`src/rtl/wss_pkg.sv`:
```
// shared constants and request types for the word similarity scorer
// used by every module of the block; no dependencies
`timescale 1ns / 1ps
`default_nettype none

package wss_pkg;

  localparam int DEF_MAX_LEN = 32;
  localparam int CH_W        = 16;
  localparam int CMD_W       = 2;
  localparam int SIM_W       = 17;
  localparam int MATCH_W     = 6;
  localparam int DIV_STEPS   = 17;
  localparam int DIV_CNT_W   = $clog2(DIV_STEPS);

  localparam logic [CMD_W-1:0] CMD_FIRST    = 2'd0;
  localparam logic [CMD_W-1:0] CMD_SECOND   = 2'd1;
  localparam logic [CMD_W-1:0] CMD_COMPUTE  = 2'd2;
  // unused code, ignored by the block
  localparam logic [CMD_W-1:0] CMD_RESERVED = 2'd3;

  typedef struct packed {
    logic first_we;
    logic second_we;
  } word_we_t;

  typedef struct packed {
    logic kept_we;
    logic chain_we;
  } scratch_we_t;

endpackage

`default_nettype wire

```
`src/rtl/wss_word_store.sv`:
```
// character storage for the two words, one synchronous memory each
// depends on wss_pkg
`timescale 1ns / 1ps
`default_nettype none

module wss_word_store #(
  parameter int MAX_LEN = wss_pkg::DEF_MAX_LEN,
  localparam int AW = (MAX_LEN > 1) ? $clog2(MAX_LEN) : 1
) (
  input  wire logic                    clk,
  input  wire wss_pkg::word_we_t       we,
  input  wire logic [AW-1:0]           waddr,
  input  wire logic [wss_pkg::CH_W-1:0] wdata,
  input  wire logic [AW-1:0]           first_raddr,
  input  wire logic [AW-1:0]           second_raddr,
  output logic      [wss_pkg::CH_W-1:0] first_rdata,
  output logic      [wss_pkg::CH_W-1:0] second_rdata
);

  logic [wss_pkg::CH_W-1:0] first_mem  [MAX_LEN];
  logic [wss_pkg::CH_W-1:0] second_mem [MAX_LEN];

  always_ff @(posedge clk) begin
    if (we.first_we) begin
      first_mem[waddr] <= wdata;
    end
    first_rdata <= first_mem[first_raddr];
  end

  always_ff @(posedge clk) begin
    if (we.second_we) begin
      second_mem[waddr] <= wdata;
    end
    second_rdata <= second_mem[second_raddr];
  end

endmodule

`default_nettype wire

```
`src/rtl/wss_scratch.sv`:
```
// scratch memories for the compute pass: kept positions and chain tail/length
// depends on wss_pkg; read data is forwarded when read and write hit one entry
`timescale 1ns / 1ps
`default_nettype none

module wss_scratch #(
  parameter int MAX_LEN = wss_pkg::DEF_MAX_LEN,
  localparam int AW = (MAX_LEN > 1) ? $clog2(MAX_LEN) : 1,
  localparam int LW = $clog2(MAX_LEN + 1)
) (
  input  wire logic                  clk,
  input  wire wss_pkg::scratch_we_t  we,
  input  wire logic [AW-1:0]         kept_waddr,
  input  wire logic [AW-1:0]         kept_wdata,
  input  wire logic [AW-1:0]         kept_raddr,
  output logic      [AW-1:0]         kept_rdata,
  input  wire logic [AW-1:0]         chain_waddr,
  input  wire logic [AW-1:0]         chain_wtail,
  input  wire logic [LW-1:0]         chain_wlen,
  input  wire logic [AW-1:0]         chain_raddr,
  output logic      [AW-1:0]         chain_rtail,
  output logic      [LW-1:0]         chain_rlen
);

  logic [AW-1:0] kept_mem [MAX_LEN];
  logic [AW+LW-1:0] chain_mem [MAX_LEN];

  always_ff @(posedge clk) begin
    if (we.kept_we) begin
      kept_mem[kept_waddr] <= kept_wdata;
    end
    if (we.kept_we && (kept_waddr == kept_raddr)) begin
      kept_rdata <= kept_wdata;
    end else begin
      kept_rdata <= kept_mem[kept_raddr];
    end
  end

  always_ff @(posedge clk) begin
    if (we.chain_we) begin
      chain_mem[chain_waddr] <= {chain_wtail, chain_wlen};
    end
    if (we.chain_we && (chain_waddr == chain_raddr)) begin
      {chain_rtail, chain_rlen} <= {chain_wtail, chain_wlen};
    end else begin
      {chain_rtail, chain_rlen} <= chain_mem[chain_raddr];
    end
  end

endmodule

`default_nettype wire

```
`src/rtl/word_similarity_score.sv`:
```
// top level of the word similarity scorer: command decode, compute sequencer, divider
// depends on wss_pkg, wss_word_store, wss_scratch
//
// channel  direction  handshake              payload
// in       sink       in_valid / in_stall    cmd, ch
// out      source     out_valid / out_stall  similarity, match_len, overflow
//
// a load request stores one character; a compute request runs a scan that
// probes the first word for each char of word two, then the chain pass
// over the kept positions, then the restoring divider
// chain pass and divider are skipped when no position is kept
// one memory read per cycle on each store paces the scan and the chain pass
// in_stall is high from a compute request until its result enters the output register
// rst is synchronous; lengths, overflow flag and output valid clear, memories do not
`timescale 1ns / 1ps
`default_nettype none

module word_similarity_score #(
  parameter int MAX_LEN = wss_pkg::DEF_MAX_LEN
) (
  input  wire logic                          clk,
  input  wire logic                          rst,
  input  wire logic                          in_valid,
  output logic                               in_stall,
  input  wire logic [wss_pkg::CMD_W-1:0]     cmd,
  input  wire logic [wss_pkg::CH_W-1:0]      ch,
  output logic                               out_valid,
  input  wire logic                          out_stall,
  output logic      [wss_pkg::SIM_W-1:0]     similarity,
  output logic      [wss_pkg::MATCH_W-1:0]   match_len,
  output logic                               overflow
);

  localparam int AW = (MAX_LEN > 1) ? $clog2(MAX_LEN) : 1;
  localparam int LW = $clog2(MAX_LEN + 1);
  localparam int TW = LW + 1;
  localparam int RW = LW + 2;
  localparam logic [LW-1:0] LEN_MAX = LW'(MAX_LEN);

  localparam logic [2:0] ST_IDLE  = 3'd0;
  localparam logic [2:0] ST_SCAN  = 3'd1;
  localparam logic [2:0] ST_CHAIN = 3'd2;
  localparam logic [2:0] ST_DIV   = 3'd3;
  localparam logic [2:0] ST_DONE  = 3'd4;

  logic [2:0] state, state_next;
  logic [LW-1:0] flen, flen_next, slen, slen_next;
  logic ovf, ovf_next;
  logic [LW-1:0] j, j_next, p, p_next, kept_cnt, kept_cnt_next;
  logic [LW-1:0] k, k_next, n, n_next, best, best_next;
  logic [TW-1:0] total, total_next;
  logic [RW-1:0] rem, rem_next;
  logic [wss_pkg::SIM_W-1:0] quo, quo_next;
  logic [wss_pkg::DIV_CNT_W-1:0] div_cnt, div_cnt_next;
  logic out_load;

  wss_pkg::word_we_t    word_we;
  wss_pkg::scratch_we_t scr_we;
  logic [AW-1:0] word_waddr;
  logic [wss_pkg::CH_W-1:0] f_rd, s_rd;
  logic [AW-1:0] kept_waddr, kept_wdata, kept_rd;
  logic [AW-1:0] chain_waddr, chain_wtail, chain_rtail;
  logic [LW-1:0] chain_wlen, chain_rlen;

  wss_word_store #(.MAX_LEN(MAX_LEN)) u_words (
    .clk          (clk),
    .we           (word_we),
    .waddr        (word_waddr),
    .wdata        (ch),
    .first_raddr  (p_next[AW-1:0]),
    .second_raddr (j_next[AW-1:0]),
    .first_rdata  (f_rd),
    .second_rdata (s_rd)
  );

  wss_scratch #(.MAX_LEN(MAX_LEN)) u_scratch (
    .clk         (clk),
    .we          (scr_we),
    .kept_waddr  (kept_waddr),
    .kept_wdata  (kept_wdata),
    .kept_raddr  (k_next[AW-1:0]),
    .kept_rdata  (kept_rd),
    .chain_waddr (chain_waddr),
    .chain_wtail (chain_wtail),
    .chain_wlen  (chain_wlen),
    .chain_raddr (n_next[AW-1:0]),
    .chain_rtail (chain_rtail),
    .chain_rlen  (chain_rlen)
  );

  assign in_stall = (state != ST_IDLE);

  always_comb begin
    logic hit, keep;
    logic [LW:0] p1, j1, k1;
    logic [LW-1:0] len1;
    logic ge;
    logic [RW-1:0] sub;
    state_next    = state;
    flen_next     = flen;
    slen_next     = slen;
    ovf_next      = ovf;
    j_next        = j;
    p_next        = p;
    kept_cnt_next = kept_cnt;
    k_next        = k;
    n_next        = n;
    best_next     = best;
    total_next    = total;
    rem_next      = rem;
    quo_next      = quo;
    div_cnt_next  = div_cnt;
    out_load      = 1'b0;
    word_we       = '0;
    scr_we        = '0;
    word_waddr    = '0;
    kept_waddr    = kept_cnt[AW-1:0];
    kept_wdata    = p[AW-1:0];
    chain_waddr   = n[AW-1:0];
    chain_wtail   = kept_rd;
    chain_wlen    = '0;
    hit  = (f_rd == s_rd);
    keep = (({1'b0, p} + {1'b0, slen}) <= ({1'b0, j} + {1'b0, flen}));
    p1   = {1'b0, p} + 1'b1;
    j1   = {1'b0, j} + 1'b1;
    k1   = {1'b0, k} + 1'b1;
    len1 = chain_rlen + 1'b1;
    ge   = (rem >= {1'b0, total});
    sub  = ge ? (rem - {1'b0, total}) : rem;
    unique case (state)
      ST_IDLE: begin
        if (in_valid) begin
          case (cmd)
            wss_pkg::CMD_FIRST: begin
              if (flen != LEN_MAX) begin
                word_we.first_we = 1'b1;
                word_waddr       = flen[AW-1:0];
                flen_next        = flen + 1'b1;
              end else begin
                ovf_next = 1'b1;
              end
            end
            wss_pkg::CMD_SECOND: begin
              if (slen != LEN_MAX) begin
                word_we.second_we = 1'b1;
                word_waddr        = slen[AW-1:0];
                slen_next         = slen + 1'b1;
              end else begin
                ovf_next = 1'b1;
              end
            end
            wss_pkg::CMD_COMPUTE: begin
              total_next    = {1'b0, flen} + {1'b0, slen};
              best_next     = '0;
              quo_next      = '0;
              j_next        = '0;
              p_next        = '0;
              kept_cnt_next = '0;
              if ((flen == '0) || (slen == '0)) begin
                state_next = ST_DONE;
              end else begin
                state_next = ST_SCAN;
              end
            end
            default: begin
            end
          endcase
        end
      end
      ST_SCAN: begin
        if (hit || (p1 >= {1'b0, flen})) begin
          if (hit && keep) begin
            scr_we.kept_we = 1'b1;
            kept_cnt_next  = kept_cnt + 1'b1;
          end
          if ((j1 >= {1'b0, slen}) || (j1 >= {1'b0, flen})) begin
            k_next = '0;
            n_next = '0;
            state_next = (kept_cnt_next == '0) ? ST_DONE : ST_CHAIN;
          end else begin
            j_next = j1[LW-1:0];
            p_next = j1[LW-1:0];
          end
        end else begin
          p_next = p1[LW-1:0];
        end
      end
      ST_CHAIN: begin
        if (n == k) begin
          // open a new chain holding only this position
          scr_we.chain_we = 1'b1;
          chain_waddr     = k[AW-1:0];
          chain_wlen      = LW'(1);
          if (best == '0) begin
            best_next = LW'(1);
          end
          n_next = '0;
          if (k1 == {1'b0, kept_cnt}) begin
            rem_next     = {1'b0, best_next, 1'b0};
            div_cnt_next = '0;
            state_next   = ST_DIV;
          end else begin
            k_next = k1[LW-1:0];
          end
        end else begin
          if (chain_rtail < kept_rd) begin
            scr_we.chain_we = 1'b1;
            chain_wlen      = len1;
            if (len1 > best) begin
              best_next = len1;
            end
          end
          n_next = n + 1'b1;
        end
      end
      ST_DIV: begin
        // restoring division of 2*best by total, one quotient bit a cycle
        quo_next = {quo[wss_pkg::SIM_W-2:0], ge};
        if (div_cnt == wss_pkg::DIV_CNT_W'(wss_pkg::DIV_STEPS - 1)) begin
          state_next = ST_DONE;
        end else begin
          rem_next     = {sub[RW-2:0], 1'b0};
          div_cnt_next = div_cnt + 1'b1;
        end
      end
      ST_DONE: begin
        if (!out_valid || !out_stall) begin
          out_load   = 1'b1;
          flen_next  = '0;
          slen_next  = '0;
          ovf_next   = 1'b0;
          state_next = ST_IDLE;
        end
      end
      default: begin
        state_next = ST_IDLE;
      end
    endcase
  end

  always_ff @(posedge clk) begin
    if (rst) begin
      state     <= ST_IDLE;
      flen      <= '0;
      slen      <= '0;
      ovf       <= 1'b0;
      out_valid <= 1'b0;
    end else begin
      state <= state_next;
      flen  <= flen_next;
      slen  <= slen_next;
      ovf   <= ovf_next;
      if (out_load) begin
        out_valid <= 1'b1;
      end else if (!out_stall) begin
        out_valid <= 1'b0;
      end
    end
  end

  always_ff @(posedge clk) begin
    j        <= j_next;
    p        <= p_next;
    kept_cnt <= kept_cnt_next;
    k        <= k_next;
    n        <= n_next;
    best     <= best_next;
    total    <= total_next;
    rem      <= rem_next;
    quo      <= quo_next;
    div_cnt  <= div_cnt_next;
    if (out_load) begin
      similarity <= quo;
      match_len  <= wss_pkg::MATCH_W'(best);
      overflow   <= ovf;
    end
  end

  a_chain_has_kept: assert property (@(posedge clk) disable iff (rst)
    (state == ST_CHAIN) |-> ((kept_cnt != '0) && (k < kept_cnt)))
    else $error("chain pass without kept positions");

  a_chain_order: assert property (@(posedge clk) disable iff (rst)
    (state == ST_CHAIN) |-> (n <= k))
    else $error("chain index past the current kept position");

  a_div_range: assert property (@(posedge clk) disable iff (rst)
    (state == ST_DIV) |-> (rem < ({1'b0, total} << 1)))
    else $error("divider remainder out of range");

  a_done_clears: assert property (@(posedge clk) disable iff (rst)
    ((state == ST_DONE) && (!out_valid || !out_stall))
      |=> (out_valid && (flen == '0) && (slen == '0) && !ovf))
    else $error("result issued without clearing the words");

endmodule

`default_nettype wire
```
`config.mk`:
```
export PLATFORM = sky130hd
export DESIGN_NAME = word_similarity_score
export DESIGN_NICKNAME = d
export VERILOG_FILES = /design/src/rtl/wss_pkg.sv /design/src/rtl/wss_word_store.sv /design/src/rtl/wss_scratch.sv /design/src/rtl/word_similarity_score.sv
export SDC_FILE = /design/constraint.sdc
export NUM_CORES = 2
export LEC_CHECK = 0
export BUFFER_PORTS_ARGS = -buffer_cell sky130_fd_sc_hd__clkbuf_2
export CAP_MARGIN = 10
export CELL_PAD_IN_SITES_DETAIL_PLACEMENT = 0
export CELL_PAD_IN_SITES_GLOBAL_PLACEMENT = 1
export CORE_MARGIN = 10
export CORE_UTILIZATION = 59
export DETAILED_ROUTE_END_ITERATION = 10
export GPL_ROUTABILITY_DRIVEN = 0
export MAX_ROUTING_LAYER = met4
export PLACE_DENSITY = 0.81
export SLEW_MARGIN = 20
export SYNTH_ARGS = -nofsm -noshare
export SYNTH_HDL_FRONTEND = slang
export SYNTH_SLANG_ARGS = --single-unit
```
`constraint.sdc`:
```
create_clock -name clk -period 9.05 [get_ports clk]
set_input_delay 0.4525 -clock clk [delete_from_list [all_inputs] [get_ports clk]]
set_output_delay 0.4525 -clock clk [all_outputs]
set_load 0.01 [all_outputs]
```
==> impl_metrics.ini <==
[run_status]
status = finished, final reports clean

[critical_path]
r2r_start = j[0]$_DFF_P_
critPathKind = register to register
cp-start-kind = register
critical_path_arrival_ns = 6.80
path_max_fanout = 67
cp_slowest_cell = nor4_1
cp_top_family = simple AND/OR/NAND/NOR gates
cp_cell_sequence = ha_1 > nand3_1 > xnor2_1 > ha_1 > a21o_1 > a32o_1 > or4_4 > nor2_4 > mux2_2 > buf_4 > nor2_4 > inv_2 > and3_1 > nor4_1 > nor4_1 > and3_1
max_stage_delay_ns = 0.92
endpoint_kind = register
worst-path-buf-inv = 2
reg2reg_depth = 16
cp.required_ns = 9.76
r2r_slack_ns = 2.96
r2r-end = u_words.first_rdata[6]$_DFF_P_

[floorplan]
core_mm2 = 0.115
rows = 124
die_h_um = 360
start_util = 0.595
die_area_mm2 = 0.130
die_w_um = 360
io_pins = 48

[power]
irDropWorstVdd_mv = 0.193
p_leak_nw = 25.4
pwr_density_cell_mw_per_mm2 = 213

[timing]
fin_crit_sh = 0.673
slew_headroom = 0.237
fin_crit_ns = 6.09
finalSetupTns_ns = 0
setup_viol = 0
worst_pin_slew_ns = 1.14
fmax_ghz = 0.164
report.final.slew_viol_count = 0
rsz0062_at_grt = false
hold_violations = 0
fin_skew_ns = 0.0259

[placement]
numPortBuffers = 47
dpl_cell_area_mm2 = 0.0704
dp_hpwl_um = 95600

[clock_network]
clock-sinks = 1681
h-tree-depth = 4
cts_resized = 0
clock_latency_ns = 0.78
cts_made_buffers = 168
cts_max_path_buffers = 3
cts_tree = done
clk_pin_slew_ns = 0.06
cts_root_buffer = clkbuf_16

[synth]
synth_top_family_by_area = multiplexers
ys.flop_type = edfxtp_1
synth_async_sr_flop_share = 0
synth_fp_nets = 4322
synth_cells = 4221
synth_edf_count = 1622
syn-cell-area_mm2 = 0.0683
ys_types = 77
synth_warnings = 0
synth_mux_area_frac = 0.0944
synth_xor_xnor_area_share = 0.0106
seq_area_frac_synth = 0.731
avgSynthCellArea_um2 = 16.2
synth_compound_area_frac = 0.0537
post_synth_fa_ha_maj_area_fraction = 0.0149
synth-seq-cells = 1681
yosys.area_share.simple = 0.0759

[grt]
antenna_found_initial = 8
grt_max_degree = 159
gr-usage-met3 = 0.0392
busiest_layer = met2
grt_pass1_wl_um = 242000
grt_util_met2 = 0.376
grt_pass1_vias = 36700
grt_util_met1 = 0.368
grt_overflow = 0
grt_usage = 0.254

[layout]
drive_gt1_frac = 0.168
syn_to_final_growth_pct = 11.2
fillers = 7801
final_area_mm2 = 0.0759
nets = 4424

[run]
maxCapViolations = 0

[min_path]
hp-class = primary input to register
hold_start = out_stall
hold_depth = 3
hold_end = out_valid$_SDFFE_PP0P_

[route]
drcViolationCount = 0
avgViaCountPerCell = 6.40
ant_nets = 0
via_count = 38200
drt_pre_antenna_iters = 6
wirelength_um = 162000
drtIter0Drc = 4694
wire_per_inst_um = 27.1
## layer usage
metal  vias up  wire length, um
met5         -                0
met4         0             4110
li1      16800                -
met2      1762            75200
met1     19400            68900
met3       260            13700
## logic make-up (layout without fill, tap and decap cells)
| group | count (synthesis) | after routing |
|---|---|---|
| fa+ha+maj | 79 | 79 |
| buf+inv | 309 | 552 |
| xor+xnor | 83 | 83 |
| other cells | 0 | 3 |
| simple gates | 1072 | 1072 |
| mux | 427 | 427 |
| flops | 1681 | 1681 |
| compound gates | 570 | 570 |
## tightest hold or removal path: cells and delay by family
kind            cells  cell delay, ns
compound gates      1            0.07
simple gates        1            0.11
buf+inv             1            0.12
## synthesized netlist by cell type, drive strengths merged (8+ instances only)
library cell | count | area (um^2)
edfxtp | 1622 | 48700
nand2 | 329 | 1230
nor2 | 207 | 795
a21oi | 171 | 878
nand3 | 170 | 856
mux4 | 160 | 3600
and3 | 154 | 963
o21ai | 148 | 744
mux2 | 135 | 1520
mux2i | 132 | 1320
buf | 127 | 647
clkbuf | 119 | 447
nor4 | 90 | 563
ha | 75 | 938
o22ai | 67 | 419
inv | 63 | 239
dfxtp | 59 | 1180
xnor2 | 42 | 368
xor2 | 41 | 359
a32oi | 32 | 280
o2111ai | 31 | 272
a221oi | 30 | 263
nand4 | 26 | 163
nor3 | 23 | 115
and2 | 22 | 138
a22oi | 19 | 148
a21o | 14 | 105
nand2b | 14 | 87.6
a31oi | 10 | 62.6
o211ai | 9 | 136
nor2b | 8 | 50.1
## through the flow
stage / hold WS (ns) / setup slack [ns] / power [mW] / util / cells
detailed placement: 0.405 / 2.73 / 9.46 / 0.614 / 5664
global route: 0.0702 / 2.52 / 16.6 / 0.662 / 5978
CTS: 0.00472 / 2.70 / 16.2 / 0.662 / 5976
floorplan: 0.400 / 3.42 / 9.13 / - / 4221
global placement: 0.408 / 2.97 / 9.45 / 0.614 / 5664
finish: 0.0499 / 2.96 / 16.2 / 0.662 / 5979
## power breakdown
part           total, mW  internal [mW]  switching [mW]  leakage, nW
registers           8.65           8.56          0.0839         15.8
clock network       6.86           3.97            2.89         2.66
logic              0.653          0.191           0.462         6.99
## state kept, by name, indices dropped and copies added (netlist names), 7 cells and up
signal / count
u_words.second_rdata: 16
u_scratch.kept_mem: 160
u_words.second_mem: 512
u_scratch.chain_mem: 352
u_words.first_rdata: 16
total: 7
quo: 17
similarity: 17
rem: 7
u_words.first_mem: 512
## area by class of cell
class | instances | area [um^2] | share of cell area
Multi-Input combinational cell | 2231 | 17200 | 0.226
Clock buffer | 215 | 4600 | 0.0606
Sequential cell | 1681 | 49900 | 0.657
Antenna cell | 3 | 7.51 | 0.0000989
Inverter | 63 | 248 | 0.00326
Timing Repair Buffer | 178 | 1270 | 0.0167
Clock inverter | 96 | 858 | 0.0113
Tap cell | 1512 | 1890 | 0.0249
## placed cells by master (no fill, tap or decap), drive strengths merged, types with 5 or more instances in the layout
| master | count |
|---|---|
| a21o | 14 |
| a21oi | 171 |
| a221oi | 30 |
| a22oi | 19 |
| a31oi | 10 |
| a32oi | 32 |
| and2 | 22 |
| and3 | 154 |
| buf | 130 |
| bufinv | 13 |
| clkbuf | 262 |
| clkinv | 69 |
| clkinvlp | 9 |
| dfxtp | 59 |
| edfxtp | 1622 |
| ha | 75 |
| inv | 68 |
| mux2 | 135 |
| mux2i | 132 |
| mux4 | 160 |
| nand2 | 329 |
| nand2b | 14 |
| nand3 | 170 |
| nand4 | 26 |
| nor2 | 207 |
| nor2b | 8 |
| nor3 | 23 |
| nor3b | 6 |
| nor4 | 90 |
| o2111ai | 31 |
| o211ai | 9 |
| o21a | 6 |
| o21ai | 148 |
| o21bai | 5 |
| o22ai | 67 |
| or3 | 6 |
| xnor2 | 42 |
| xor2 | 41 |
## timing repair
item,in CTS,in global routing
setup buffers,0,0
hold buffers,1,0
endpoints found under the hold margin,5,0
## how the worst max path moves through the flow
stage / startpoint / end / slack, ns / cells after the start
after CTS: j[0]$_DFF_P_ / u_words.first_rdata[6]$_DFF_P_ / 2.70 / 16
after floorplan: n[0]$_SDFFCE_PN0P_ / u_scratch.chain_mem[18][0]$_DFFE_PP_ / 3.42 / 16
after global placement: j[0]$_DFF_P_ / u_words.first_rdata[10]$_DFF_P_ / 2.97 / 16
final: j[0]$_DFF_P_ / u_words.first_rdata[6]$_DFF_P_ / 2.96 / 16
after global routing: j[0]$_DFF_P_ / u_words.first_rdata[8]$_DFF_P_ / 2.52 / 15
after detailed placement: j[0]$_DFF_P_ / u_words.first_rdata[6]$_DFF_P_ / 2.73 / 16
(Power assumes the default switching activity.)
